**config.mk**
```make
export PLATFORM = sky130hd
export DESIGN_NAME = eased_transition_progress_flat
export DESIGN_NICKNAME = d
export VERILOG_FILES = /design/src/etp_pkg.sv /design/src/etp_ifs.sv /design/src/etp_div.sv /design/src/eased_transition_progress.sv /design/src/flat_wrapper.sv
export SDC_FILE = /design/constraint.sdc
export NUM_CORES = 2
export LEC_CHECK = 0
export ABC_AREA = 1
export BUFFER_PORTS_ARGS = -buffer_cell sky130_fd_sc_hd__buf_2
export CAP_MARGIN = 20
export CORE_ASPECT_RATIO = 0.75
export CORE_UTILIZATION = 35
export CTS_CLUSTER_SIZE = 24
export DETAILED_ROUTE_END_ITERATION = 7
export PLACE_DENSITY = 0.6
export SLEW_MARGIN = 25
export SYNTH_ARGS = -nofsm -noshare
export SYNTH_HDL_FRONTEND = slang
export SYNTH_HIERARCHICAL = 1
export SYNTH_SLANG_ARGS = --single-unit
export TNS_END_PERCENT = 50
```
**constraint.sdc**
```tcl
create_clock -name i_clk -period 10.2 [get_ports i_clk]
set_input_delay 0.51 -clock i_clk [delete_from_list [all_inputs] [get_ports i_clk]]
set_output_delay 0.51 -clock i_clk [all_outputs]
set_load 0.005 [all_outputs]
```
**src/etp_pkg.sv**
```systemverilog
// ----------------------------------------------------------------------------
// etp_pkg
// Shared widths, constants and handshake structs of the eased progress timer.
// ----------------------------------------------------------------------------
`default_nettype none
package etp_pkg;

    localparam int FRACTION_BITS = 16;
    localparam int TIME_BITS     = 24;

    localparam int ONE_W   = FRACTION_BITS + 1;
    localparam int CMD_W   = 2;
    localparam int DELTA_W = 16;
    localparam int CFG_W   = 24;
    localparam int IDX_W   = 2;
    localparam int PCT_W   = 7;

    localparam logic [ONE_W-1:0] ONE = ONE_W'(1) << FRACTION_BITS;

    // 10000 * q^2 numerator of the ramps
    localparam int K_W = 14;
    localparam logic [K_W-1:0] K_EASE = K_W'(10000);
    localparam int SQ_W = 2 * ONE_W;
    localparam int KN_W = SQ_W + K_W;
    localparam int DEN_E_W = K_W + FRACTION_BITS;

    localparam int SUM_W = ((TIME_BITS > DELTA_W) ? TIME_BITS : DELTA_W) + 1;

    localparam int NUM_W = ((TIME_BITS + FRACTION_BITS > KN_W) ?
                            (TIME_BITS + FRACTION_BITS) : KN_W) + 1;
    localparam int DEN_W = (TIME_BITS > DEN_E_W) ? TIME_BITS : DEN_E_W;
    localparam int CNT_W = $clog2(NUM_W + 1);

    typedef enum logic [CMD_W-1:0] {
        CMD_START = 2'd0,
        CMD_TICK  = 2'd1,
        CMD_STOP  = 2'd2,
        CMD_NONE  = 2'd3
    } t_cmd;

    typedef enum logic [IDX_W-1:0] {
        REG_ENABLE   = 2'd0,
        REG_DURATION = 2'd1,
        REG_EASE_IN  = 2'd2,
        REG_EASE_OUT = 2'd3
    } t_reg_idx;

    typedef struct packed {
        logic             go;
        logic [NUM_W-1:0] num;
        logic [DEN_W-1:0] den;
    } t_div_req;

    typedef struct packed {
        logic             done;
        logic [NUM_W-1:0] quo;
    } t_div_rsp;

endpackage
`default_nettype wire

```
**src/etp_ifs.sv**
```systemverilog
// ----------------------------------------------------------------------------
// etp_ifs
// Valid/ready channels of the eased progress timer: command, result, config.
// ----------------------------------------------------------------------------
`default_nettype none
interface etp_in_if;
    logic                        valid;
    logic                        ready;
    logic [etp_pkg::CMD_W-1:0]   cmd;
    logic [etp_pkg::DELTA_W-1:0] delta_time;
    modport source (output valid, cmd, delta_time, input ready);
    modport sink   (input valid, cmd, delta_time, output ready);
endinterface

interface etp_out_if;
    logic                      valid;
    logic                      ready;
    logic [etp_pkg::ONE_W-1:0] linear_progress;
    logic [etp_pkg::ONE_W-1:0] eased_value;
    logic                      done_res;
    modport source (output valid, linear_progress, eased_value, done_res, input ready);
    modport sink   (input valid, linear_progress, eased_value, done_res, output ready);
endinterface

interface etp_cfg_if;
    logic                      valid;
    logic                      ready;
    logic [etp_pkg::IDX_W-1:0] index;
    logic [etp_pkg::CFG_W-1:0] data;
    modport source (output valid, index, data, input ready);
    modport sink   (input valid, index, data, output ready);
endinterface
`default_nettype wire

```
**src/etp_div.sv**
```systemverilog
// ----------------------------------------------------------------------------
// etp_div
// Bit-serial restoring divider, one quotient bit per cycle.
// ----------------------------------------------------------------------------
`default_nettype none
module etp_div (
    input  wire logic              i_clk,
    input  wire logic              i_rst_n,
    input  wire etp_pkg::t_div_req i_req,
    output etp_pkg::t_div_rsp      o_rsp
);
    localparam int NW = etp_pkg::NUM_W;
    localparam int DW = etp_pkg::DEN_W;
    localparam int CW = etp_pkg::CNT_W;

    logic          r_busy;
    logic          r_done;
    logic [CW-1:0] r_cnt;
    logic [DW-1:0] r_rem;
    logic [DW-1:0] r_den;
    logic [NW-1:0] r_quo;

    logic [DW:0]   trial;
    logic          fits;
    logic [DW:0]   diff;

    always_comb begin
        trial = {r_rem, r_quo[NW-1]};
        fits  = trial >= {1'b0, r_den};
        diff  = trial - {1'b0, r_den};
    end

    always_ff @(posedge i_clk) begin
        if (!i_rst_n) begin
            r_busy <= 1'b0;
            r_done <= 1'b0;
            r_cnt  <= '0;
        end else begin
            r_done <= 1'b0;
            if (i_req.go) begin
                r_busy <= 1'b1;
                r_cnt  <= CW'(NW);
                r_rem  <= '0;
                r_quo  <= i_req.num;
                r_den  <= i_req.den;
            end else if (r_busy) begin
                r_rem <= fits ? diff[DW-1:0] : trial[DW-1:0];
                r_quo <= {r_quo[NW-2:0], fits};
                r_cnt <= r_cnt - CW'(1);
                if (r_cnt == CW'(1)) begin
                    r_busy <= 1'b0;
                    r_done <= 1'b1;
                end
            end
        end
    end

    assign o_rsp.done = r_done;
    assign o_rsp.quo  = r_quo;
endmodule
`default_nettype wire

```
**src/eased_transition_progress.sv**
```systemverilog
// ----------------------------------------------------------------------------
// eased_transition_progress
// Eased transition timer: elapsed time, linear and eased progress, done flag.
// ----------------------------------------------------------------------------
// A start item clears elapsed time and arms the timer; a tick item advances it
// and returns linear progress elapsed/duration in Q1.16 plus the eased value;
// a stop item on a running timer returns full progress with done. A tick
// uses up to two passes of the bit-serial divider, one for elapsed/duration
// (skipped when the tick reaches the duration) and one for the ease curve
// (skipped where the curve is zero), with the multiply states S_MUL_SQ and
// S_MUL_K between them on a ramp. The divider produces one quotient bit per
// cycle. A result waiting on the output does not hold off the next item;
// only the next result waits for the output register.
`default_nettype none
module eased_transition_progress (
    input  wire logic  i_clk,
    input  wire logic  i_rst_n,
    etp_in_if.sink     i_in,
    etp_out_if.source  o_out,
    etp_cfg_if.sink    i_cfg
);
    localparam int FB     = etp_pkg::FRACTION_BITS;
    localparam int TB     = etp_pkg::TIME_BITS;
    localparam int OW     = etp_pkg::ONE_W;
    localparam int NW     = etp_pkg::NUM_W;
    localparam int DW     = etp_pkg::DEN_W;
    localparam int SW     = etp_pkg::SUM_W;
    localparam int EW     = etp_pkg::DEN_E_W;
    localparam int QW     = etp_pkg::SQ_W;
    localparam int KW     = etp_pkg::KN_W;
    localparam int PW     = etp_pkg::PCT_W;
    localparam int P100_W = OW + 7;
    localparam int P200_W = OW + 8;

    typedef enum logic [6:0] {
        S_IDLE   = 7'b0000001,
        S_DIV_P  = 7'b0000010,
        S_SELECT = 7'b0000100,
        S_MUL_SQ = 7'b0001000,
        S_MUL_K  = 7'b0010000,
        S_DIV_E  = 7'b0100000,
        S_OUT    = 7'b1000000
    } t_state;

    t_state r_state;

    logic          r_enable;
    logic [TB-1:0] r_duration;
    logic [PW-1:0] r_ease_in;
    logic [PW-1:0] r_ease_out;

    logic          r_running;
    logic [TB-1:0] r_elapsed;

    logic [OW-1:0] r_p;
    logic [OW-1:0] r_res;
    logic          r_fin;
    logic          r_mode_out;
    logic [OW-1:0] r_q;
    logic [EW-1:0] r_den_e;
    logic [QW-1:0] r_sq;

    logic          r_out_valid;
    logic [OW-1:0] r_out_lin;
    logic [OW-1:0] r_out_eased;
    logic          r_out_done;

    etp_pkg::t_div_req r_div;
    etp_pkg::t_div_rsp div_rsp;

    etp_div u_div (
        .i_clk   (i_clk),
        .i_rst_n (i_rst_n),
        .i_req   (r_div),
        .o_rsp   (div_rsp)
    );

    // tick arithmetic
    logic [SW-1:0] sum;
    logic [TB-1:0] e_new;
    logic          tick_full;

    // ease curve selection
    logic [5:0]        a_pct;
    logic [5:0]        b_pct;
    logic [7:0]        d_span;
    logic [13:0]       ad;
    logic [13:0]       bd;
    logic [P100_W-1:0] p100;
    logic              in_ramp;
    logic              out_ramp;
    logic [P200_W-1:0] p200;
    logic [P200_W-1:0] a_one;
    logic [NW-1:0]     ease_num;
    logic [NW-1:0]     mid_num;
    logic [OW-1:0]     ease_res;

    // divider start and output load
    logic              n_div_go;
    logic              out_load;

    always_comb begin
        sum       = SW'(r_elapsed) + SW'(i_in.delta_time);
        e_new     = (sum > SW'(r_duration)) ? r_duration : sum[TB-1:0];
        tick_full = (r_duration == '0) || (e_new >= r_duration);

        a_pct  = (r_ease_in  > PW'(50)) ? 6'd50 : r_ease_in[5:0];
        b_pct  = (r_ease_out > PW'(50)) ? 6'd50 : r_ease_out[5:0];
        d_span = 8'd200 - 8'(a_pct) - 8'(b_pct);
        ad     = 14'(a_pct) * 14'(d_span);
        bd     = 14'(b_pct) * 14'(d_span);

        p100     = P100_W'(r_p) * P100_W'(100);
        in_ramp  = (a_pct != '0) && (p100 < P100_W'({a_pct, {FB{1'b0}}}));
        out_ramp = (b_pct != '0) &&
                   (p100 > P100_W'({7'(7'd100 - 7'(b_pct)), {FB{1'b0}}}));
        p200     = P200_W'(r_p) * P200_W'(200);
        a_one    = P200_W'({a_pct, {FB{1'b0}}});
        mid_num  = NW'(p200 - a_one) + NW'(d_span >> 1);
        ease_num = NW'(KW'(r_sq) * KW'(etp_pkg::K_EASE)) + NW'(r_den_e >> 1);

        if (r_mode_out) begin
            ease_res = (div_rsp.quo > NW'(etp_pkg::ONE)) ? '0 :
                       etp_pkg::ONE - div_rsp.quo[OW-1:0];
        end else begin
            ease_res = (div_rsp.quo > NW'(etp_pkg::ONE)) ? etp_pkg::ONE :
                       div_rsp.quo[OW-1:0];
        end

        n_div_go = 1'b0;
        if ((r_state == S_IDLE) && i_in.valid && r_running && !tick_full &&
            (etp_pkg::t_cmd'(i_in.cmd) == etp_pkg::CMD_TICK)) begin
            n_div_go = 1'b1;
        end
        if ((r_state == S_SELECT) && !in_ramp && !out_ramp && (p200 > a_one)) begin
            n_div_go = 1'b1;
        end
        if (r_state == S_MUL_K) begin
            n_div_go = 1'b1;
        end

        out_load = (r_state == S_OUT) && (!r_out_valid || o_out.ready);
    end

    // configuration
    always_ff @(posedge i_clk) begin
        if (!i_rst_n) begin
            r_enable   <= 1'b1;
            r_duration <= '0;
            r_ease_in  <= '0;
            r_ease_out <= '0;
        end else if (i_cfg.valid) begin
            unique case (etp_pkg::t_reg_idx'(i_cfg.index))
                etp_pkg::REG_ENABLE:   r_enable   <= i_cfg.data[0];
                etp_pkg::REG_DURATION: r_duration <= TB'(i_cfg.data);
                etp_pkg::REG_EASE_IN:  r_ease_in  <= i_cfg.data[PW-1:0];
                etp_pkg::REG_EASE_OUT: r_ease_out <= i_cfg.data[PW-1:0];
                default: ;
            endcase
        end
    end

    always_ff @(posedge i_clk) begin
        if (!i_rst_n) begin
            r_state     <= S_IDLE;
            r_running   <= 1'b0;
            r_elapsed   <= '0;
            r_out_valid <= 1'b0;
            r_div.go    <= 1'b0;
        end else begin
            r_div.go <= n_div_go;
            if (out_load) begin
                r_out_valid <= 1'b1;
            end else if (o_out.ready) begin
                r_out_valid <= 1'b0;
            end
            unique case (r_state)
                S_IDLE: begin
                    if (i_in.valid) begin
                        case (etp_pkg::t_cmd'(i_in.cmd))
                            etp_pkg::CMD_START: begin
                                r_running <= r_enable && (r_duration != '0);
                                r_elapsed <= '0;
                            end
                            etp_pkg::CMD_STOP: begin
                                if (r_running) begin
                                    r_running <= 1'b0;
                                    r_elapsed <= '0;
                                    r_p       <= etp_pkg::ONE;
                                    r_res     <= etp_pkg::ONE;
                                    r_fin     <= 1'b1;
                                    r_state   <= S_OUT;
                                end
                            end
                            etp_pkg::CMD_TICK: begin
                                if (r_running) begin
                                    if (tick_full) begin
                                        r_running <= 1'b0;
                                        r_elapsed <= '0;
                                        r_p       <= etp_pkg::ONE;
                                        r_fin     <= 1'b1;
                                        r_state   <= S_SELECT;
                                    end else begin
                                        r_elapsed <= e_new;
                                        r_fin     <= 1'b0;
                                        r_div.num <= NW'({e_new, {FB{1'b0}}});
                                        r_div.den <= DW'(r_duration);
                                        r_state   <= S_DIV_P;
                                    end
                                end
                            end
                            default: ;
                        endcase
                    end
                end
                S_DIV_P: begin
                    if (div_rsp.done) begin
                        r_p     <= div_rsp.quo[OW-1:0];
                        r_state <= S_SELECT;
                    end
                end
                S_SELECT: begin
                    if (in_ramp) begin
                        r_mode_out <= 1'b0;
                        r_q        <= r_p;
                        r_den_e    <= {ad, {FB{1'b0}}};
                        r_state    <= S_MUL_SQ;
                    end else if (out_ramp) begin
                        r_mode_out <= 1'b1;
                        r_q        <= etp_pkg::ONE - r_p;
                        r_den_e    <= {bd, {FB{1'b0}}};
                        r_state    <= S_MUL_SQ;
                    end else if (p200 > a_one) begin
                        r_mode_out <= 1'b0;
                        r_div.num  <= mid_num;
                        r_div.den  <= DW'(d_span);
                        r_state    <= S_DIV_E;
                    end else begin
                        r_res   <= '0;
                        r_state <= S_OUT;
                    end
                end
                S_MUL_SQ: begin
                    r_sq    <= QW'(r_q) * QW'(r_q);
                    r_state <= S_MUL_K;
                end
                S_MUL_K: begin
                    r_div.num <= ease_num;
                    r_div.den <= DW'(r_den_e);
                    r_state   <= S_DIV_E;
                end
                S_DIV_E: begin
                    if (div_rsp.done) begin
                        r_res   <= ease_res;
                        r_state <= S_OUT;
                    end
                end
                S_OUT: begin
                    if (out_load) begin
                        r_out_lin   <= r_p;
                        r_out_eased <= r_res;
                        r_out_done  <= r_fin;
                        r_state     <= S_IDLE;
                    end
                end
                default: r_state <= S_IDLE;
            endcase
        end
    end

    assign i_in.ready            = (r_state == S_IDLE);
    assign i_cfg.ready           = 1'b1;
    assign o_out.valid           = r_out_valid;
    assign o_out.linear_progress = r_out_lin;
    assign o_out.eased_value     = r_out_eased;
    assign o_out.done_res        = r_out_done;
endmodule
`default_nettype wire

```
**src/flat_wrapper.sv**
```systemverilog
// flat-port wrapper written by rule: the top's interface ports become plain ports
module eased_transition_progress_flat 
  (i_clk, i_rst_n, i_in_valid, i_in_cmd, i_in_delta_time, i_in_ready, o_out_valid, o_out_linear_progress, o_out_eased_value, o_out_done_res, o_out_ready, i_cfg_valid, i_cfg_index, i_cfg_data, i_cfg_ready);
  etp_in_if i_in_i ();
  etp_out_if o_out_i ();
  etp_cfg_if i_cfg_i ();
  input  wire logic i_clk;
  input  wire logic i_rst_n;
  input wire logic [$bits(i_in_i.valid)-1:0] i_in_valid;
  input wire logic [$bits(i_in_i.cmd)-1:0] i_in_cmd;
  input wire logic [$bits(i_in_i.delta_time)-1:0] i_in_delta_time;
  output wire logic [$bits(i_in_i.ready)-1:0] i_in_ready;
  output wire logic [$bits(o_out_i.valid)-1:0] o_out_valid;
  output wire logic [$bits(o_out_i.linear_progress)-1:0] o_out_linear_progress;
  output wire logic [$bits(o_out_i.eased_value)-1:0] o_out_eased_value;
  output wire logic [$bits(o_out_i.done_res)-1:0] o_out_done_res;
  input wire logic [$bits(o_out_i.ready)-1:0] o_out_ready;
  input wire logic [$bits(i_cfg_i.valid)-1:0] i_cfg_valid;
  input wire logic [$bits(i_cfg_i.index)-1:0] i_cfg_index;
  input wire logic [$bits(i_cfg_i.data)-1:0] i_cfg_data;
  output wire logic [$bits(i_cfg_i.ready)-1:0] i_cfg_ready;
  assign i_in_i.valid = i_in_valid;
  assign i_in_i.cmd = i_in_cmd;
  assign i_in_i.delta_time = i_in_delta_time;
  assign i_in_ready = i_in_i.ready;
  assign o_out_valid = o_out_i.valid;
  assign o_out_linear_progress = o_out_i.linear_progress;
  assign o_out_eased_value = o_out_i.eased_value;
  assign o_out_done_res = o_out_i.done_res;
  assign o_out_i.ready = o_out_ready;
  assign i_cfg_i.valid = i_cfg_valid;
  assign i_cfg_i.index = i_cfg_index;
  assign i_cfg_i.data = i_cfg_data;
  assign i_cfg_ready = i_cfg_i.ready;
  eased_transition_progress u_core (.i_clk(i_clk), .i_rst_n(i_rst_n), .i_in(i_in_i), .o_out(o_out_i), .i_cfg(i_cfg_i));
endmodule
```
# After elaboration in Yosys (flattened, before gate mapping)
# Index checks and enable logic that the tools add are counted.
# totals
regBits	405
output_inout_bits	38
input_bits	49
# classes
n_lt_le_gt_ge	9
reduce_logical	51
n_addsub	11
mul	6
mux	72
eq_ne	31
bitwise_logic	2
# ops
op	count
79-bit two-way mux	7
17-bit two-way mux	16
79-bit case mux with 3 select lines	1
30-bit two-way mux	4
49-bit two-way mux	2
24-bit two-way mux	4
24-bit case mux with 3 select lines	1
17-bit case mux with 2 select lines	2
7-bit two-way mux	9
17-bit case mux with 3 select lines	1
48-bit by 29-bit adder with 49-bit output	1
49-bit by 7-bit adder with 49-bit output	1
49-bit by 17-bit > comparator with 1-bit output (second input constant)	1
7-bit case mux with 7 select lines	1
17-bit by 5-bit multiplier with 22-bit output (second input constant)	2
34-bit by 10-bit multiplier with 44-bit output (second input constant)	1
17-bit by 17-bit multiplier with 34-bit output	1
17-bit subtractor (first input constant)	2
31-bit by 30-bit >= comparator with 1-bit output	1
30-bit subtractor	1
6-bit by 8-bit multiplier with 14-bit output	2
25-bit by 22-bit subtractor with 26-bit output	1
24-bit by 16-bit adder with 25-bit output	1
25-bit by 22-bit > comparator with 1-bit output	1
other kinds (48)	118

# Depth between registers and ports, before layout
# depth
ltp_word	11
depth_mapped	38
mapped_depth_nobuf	37

# Cells and area by module
# Netlist, hierarchy kept.
# modules_own_cells
module	cells_each	n_inst	area_each_um2
eased_transition_progress	4681	1	36374.9
etp_div	992	1	7340.8

# Least setup slack after synthesis
# OpenSTA, ideal clock, no wires.
# synth_timing
kind	input-to-reg
startpoint	input i_in_delta_time[0]
endpoint	register u_core/r_div[0] in the netlist's numbering (enable)
required_ps	9754
arrival_ps	6706
path_buffers	1
setup_slack_ps	3048
setup_time_ps	446
path_stages	35
path_cell_list	ha_1 -> fa_1 -> nand3_1 -> nand2_1 -> nand2_1 -> nand2_1 -> a21boi_0 -> o21ai_0 -> nand2_1 -> inv_1 -> nor2_1 -> nand2_1 -> nand2_1 -> inv_1 -> ha_1 -> nand4_1 -> nor4_1 -> nand3_1 -> nand2_2 -> buf_2 -> nand2_1 -> and2_1 -> ha_1 -> nand2_1 -> inv_1 -> nand3_1 -> inv_1 -> a21oi_1 -> o21ai_0 -> a31oi_1 -> nand4_1 -> nor2_1 -> nand2_1 -> nand3_1 -> and2_1
# synth_via
elab_chain_len	7
# synth_rtl
element	line	rtl
from (decl)	flat_wrapper.sv:11	input wire logic [$bits(i_in_i.delta_time)-1:0] i_in_delta_time;
24-bit by 16-bit adder with 25-bit output (*)	eased_transition_progress.sv:103	sum = SW'(r_elapsed) + SW'(i_in.delta_time);
25-bit by 24-bit > comparator with 1-bit output	eased_transition_progress.sv:104	e_new = (sum > SW'(r_duration)) ? r_duration : sum[TB-1:0];
24-bit two-way mux (*)	eased_transition_progress.sv:104	
24-bit >= comparator (*)	eased_transition_progress.sv:105	tick_full = (r_duration == '0) || (e_new >= r_duration);
1-bit logical OR (*)	eased_transition_progress.sv:105	
2-bit != test (no line) (*)	n/a	
9-bit AND reduction (no line) (*)	n/a	
to (decl)	eased_transition_progress.sv:68	etp_pkg::t_div_req r_div;
# Every way passes the cells marked *; elsewhere a longest branch is shown, timed or not.
# A chain may end at the register's enable or synchronous reset.

# Worst setup path after layout
# layout_timing
startpoint	register u_core.r_ease_in[2]
endpoint	register u_core.r_den_e[29], data pin
# layout_via
elab_chain_len	7
elab_cells_between_ends	11
cone_classes	add/sub: 2; mul: 2; order compare: 2; mux: 3; reduce/logical: 2
# layout_rtl
element	line	rtl
from (decl)	eased_transition_progress.sv:49	logic [PW-1:0] r_ease_in;
from (signal assigned)	eased_transition_progress.sv:156	etp_pkg::REG_EASE_IN: r_ease_in <= i_cfg.data[PW-1:0];
7-bit by 6-bit > comparator with 1-bit output	eased_transition_progress.sv:107	a_pct = (r_ease_in > PW'(50)) ? 6'd50 : r_ease_in[5:0];
6-bit two-way mux (*)	eased_transition_progress.sv:107	
7-bit by 7-bit subtractor with 8-bit output	eased_transition_progress.sv:109	d_span = 8'd200 - 8'(a_pct) - 8'(b_pct);
8-bit by 6-bit subtractor with 8-bit output	eased_transition_progress.sv:109	
6-bit by 8-bit multiplier with 14-bit output	eased_transition_progress.sv:111	bd = 14'(b_pct) * 14'(d_span);
30-bit two-way mux	eased_transition_progress.sv:228	end else if (out_ramp) begin
30-bit two-way mux (*)	eased_transition_progress.sv:223	if (in_ramp) begin
to (signal assigned)	eased_transition_progress.sv:226	r_den_e <= {ad, {FB{1'b0}}};
to (signal assigned)	eased_transition_progress.sv:231	r_den_e <= {bd, {FB{1'b0}}};
to (decl)	eased_transition_progress.sv:60	logic [EW-1:0] r_den_e;
# Every way passes the cells marked *; elsewhere a longest branch is shown, timed or not. The select of a mux whose other input is x is not followed.

==> out/results.tsv <==
stage	metric	value	unit
power	p_comb_share	61.3	%
yosys	synth-edff-count	323	
power	peakVddDrop	0.289	mV
routing	ant_nets	0	
critical_path	cp_top_family	adder cells	
clocking	clk_pin_slew	0.07	ns
critical_path	startpoint_type	register	
yosys	synth-main-ff-cell	edfxtp_1	
power	p_leak	24.8	nW
sta	setup_viol	0	
yosys	synth.area.top_cells	edfxtp_1 (22%), fa_1 (16%), ha_1 (14%)	
floorplanning	rows	111	
yosys	yosysSeqAreaShare	25.9	%
critical_path	startpoint	u_core/r_ease_in[2]$_SDFFE_PN0P_	
finish	nFillCells	12900	
yosys	yosys.area.top_type	edfxtp_1	
yosys	yosysWarnings	6	
floorplanning	die-area	126000	um^2
yosys	ys_ff_latch	404	
routing	drt-wirelength-per-cell	16.2	um
routing	drc	0	
critical_path	critPathCaptureType	register	
yosys	async_flop_share	0	%
routing	dr.pass1.iters	6	
floorplanning	core	123000	um^2
min_path	min_path_type	input port to register	
floorplanning	die-height	308	um
clocking	cts_made_buffers	44	
yosys	synth.most_common_cell	nand2_1	
clocking	cts_root_buffer	clkbuf_16	
critical_path	cp.required	10.57	ns
finish	drive_gt1_share	4.43	%
power	clockPowerShare	16.6	%
floorplanning	die_x	410	um
clocking	clk_latency	0.61	ns
critical_path	cp_num_buf_inv	6	
global_routing	antenna_found_initial	8	
yosys	synth_adder_area_share	30.2	%
critical_path	critPathMaxFanout	9	
global_routing	grt_max_degree	62	
finish	fin_area	47400	um^2
finish	layout.nets	6619	
critical_path	crit_slowest_cell	a31oi_1	
yosys	yosysUniqueCellTypes	60	
clocking	cts_sinks	404	
clocking	cts_resized	0	
clocking	cts_tree	built	
routing	routed_wl	120000	um
sta	setup_tns	0	ns
yosys	synth_top_area_share	22.2	%
place	io_buffer_count	85	
place	pre_cts_ws	2.19	ns
floorplanning	start_util	35.5	%
finish	syn_to_final_growth	8.45	%
finish	fin_util	38.5	%
min_path	min_from	i_cfg_data[9]	
yosys	netlist_area	43700	um^2
routing	vias	35700	
clocking	postCtsSetupBuffers	0	
clocking	htree_levels	2	
critical_path	cp_common_cell	nand2_1	
yosys	avgSynthCellArea	7.71	um^2
global_routing	grtUsageTotal	19.1	%
power	netSwitchingFraction	49.8	%
power	seqPwrFrac	22.1	%
flow_run	cap_viol_max_count	0	
finish	antennaDiodeCount	0	
critical_path	arrival	8.38	ns
routing	drt-initial-drc-count	3118	
sta	hold_viol	0	
yosys	synthXorXnorAreaFrac	2.84	%
critical_path	crit_path_max_incr_delay	0.68	ns
sta	rsz0062_at_grt	false	
finish	multiInputGateArea	26900	um^2
yosys	synthSimpleGateAreaFrac	22.1	%
routing	routed_via_density	4.83	
yosys	synth_top_family_by_area	adder cells	
global_routing	grt_pass1_vias	34700	
power	cellPowerDensity	209	nW/um^2
place	dpl_cell_area	46000	um^2
sta	max_freq	125	MHz
yosys	netlist_top_cells_count	nand2_1 (1432), inv_1 (1317), ha_1 (498)	
global_routing	grt_pass1_wl	191000	um
finish	register_area	11300	um^2
clocking	clockBufferDepth	3	
yosys	synthCells	5673	
critical_path	crit_type	register to register	
sta	drv_slew	0	
power	power.switching	0.00494	W
clocking	cts_hold_buf	0	
status	outcome	complete, no violations	
floorplanning	num_io_pins	87	
power	p_int	0.00498	W
global_routing	grt-ovfl-total	0	
sta	slew_headroom	31.5	%
yosys	synth_mux_area_share	0.0258	%
sta	finalWorstSetupSlack	2.19	ns
sta	max_slew.worst_pin.slew	1.02	ns
sta	min_period	8.01	ns
place	dp_hpwl	97000	um
sta	fin_crit_sh	78.5	%
sta	skew	0.0281	ns
place	place_congestion	0.946	
yosys	synth-compound-area-share	6.27	%
critical_path	reg2reg_from	u_core/r_ease_in[2]$_SDFFE_PN0P_	
==> worst paths after layout <==
check	to	depth (start not counted)	slack (ns)
max reg2reg	u_core/r_den_e[29]$_DFFE_PP_	33	2.19
min	u_core/r_duration[9]$_SDFFE_PN0P_	3	0.20
max	u_core/r_den_e[29]$_DFFE_PP_	33	2.19
min reg2reg	u_core/u_div/r_den[24]$_DFFE_PP_	0	0.41
==> per-layer routing <==
layer,track usage (%),vias up,wire length [um]
met3,3.32,109,8500
met1,29.1,17000,60200
met5,0,-,44
met4,3.05,6,1610
met2,28.2,937,49200
li1,-,17700,-
==> state kept, by name, indices dropped and copies added, names as in the netlist, 6 cells and up <==
register,count
u_core/u_div/r_quo,49
u_core/r_ease_out,7
u_core/r_res,17
u_core/r_state,7
u_core/r_ease_in,7
u_core/u_div/r_den,30
u_core/r_duration,24
u_core/r_den_e,14
u_core/o_out.linear_progress,17
u_core/r_elapsed,24
u_core/o_out.eased_value,17
u_core/u_div/r_rem,30
u_core/r_p,17
u_core/r_q,17
u_core/u_div/r_cnt,6
u_core/r_sq,33
u_core/r_div,80
==> placed cells by master (no fill, tap or decap), drive strengths merged, types with 16 or more instances in the layout <==
cell / netlist / routed
clkbuf: 89 / 55
xnor2: 47 / 47
fa: 348 / 348
xor2: 95 / 95
and2: 31 / 31
nand4: 66 / 66
or2: 18 / 18
inv: 1327 / 1331
nor4: 19 / 19
o21ai: 158 / 158
ha: 498 / 498
nand2: 1444 / 1444
a31oi: 16 / 16
nand3: 296 / 296
nor3: 35 / 35
edfxtp: 323 / 323
dfxtp: 81 / 81
clkinv: 7 / 20
buf: 23 / 116
nor2: 400 / 400
a21oi: 259 / 259
==> cells by family after synthesis <==
logic type                 count (synthesis)
and+or+nand+nor                         2327
buffers and inverters                   1446
adders and majority gates                846
AOI/OAI and AO/OA                        505
DFF                                      404
xor gates and xnor gates                 142
other                                      2
muxes                                      1
==> worst register-to-register path: cells and delay by family (launching register included) <==
family | cells | cell delay, ns
DFF | 1 | 0.32
xor gates and xnor gates | 1 | 0.14
adders and majority gates | 7 | 2.70
AOI/OAI and AO/OA | 11 | 2.19
and+or+nand+nor | 8 | 1.13
buffers and inverters | 6 | 1.29
==> power groups by stage <==
stage               Clock [W]  Sequential (W)  Combinational (W)
finish                0.00165         0.00219            0.00609
global placement            0         0.00222            0.00587
floorplan                   0         0.00217            0.00431
global route          0.00175         0.00220            0.00685
detailed placement          0         0.00222            0.00593
CTS                   0.00169         0.00219            0.00597
==> final cells by class <==
type	instances	share of cell area, %
repair buffers	116	1.39
inverters	1334	10.6
well taps	1638	4.32
flip-flops and latches	404	23.9
clock buffers	55	2.47
multi-input cells	3824	56.8
clock inverters	24	0.581
==> per-stage QoR <==
step / hold slack [ns] / cells / total power [W]
after floorplan: 0.400 / 5674 / 0.00648
after detailed placement: 0.405 / 7316 / 0.00815
after global placement: 0.404 / 7316 / 0.00809
after CTS: 0.157 / 7395 / 0.00985
after global routing: 0.182 / 7395 / 0.0108
final: 0.197 / 7395 / 0.00993
(Power assumes the default switching activity.)
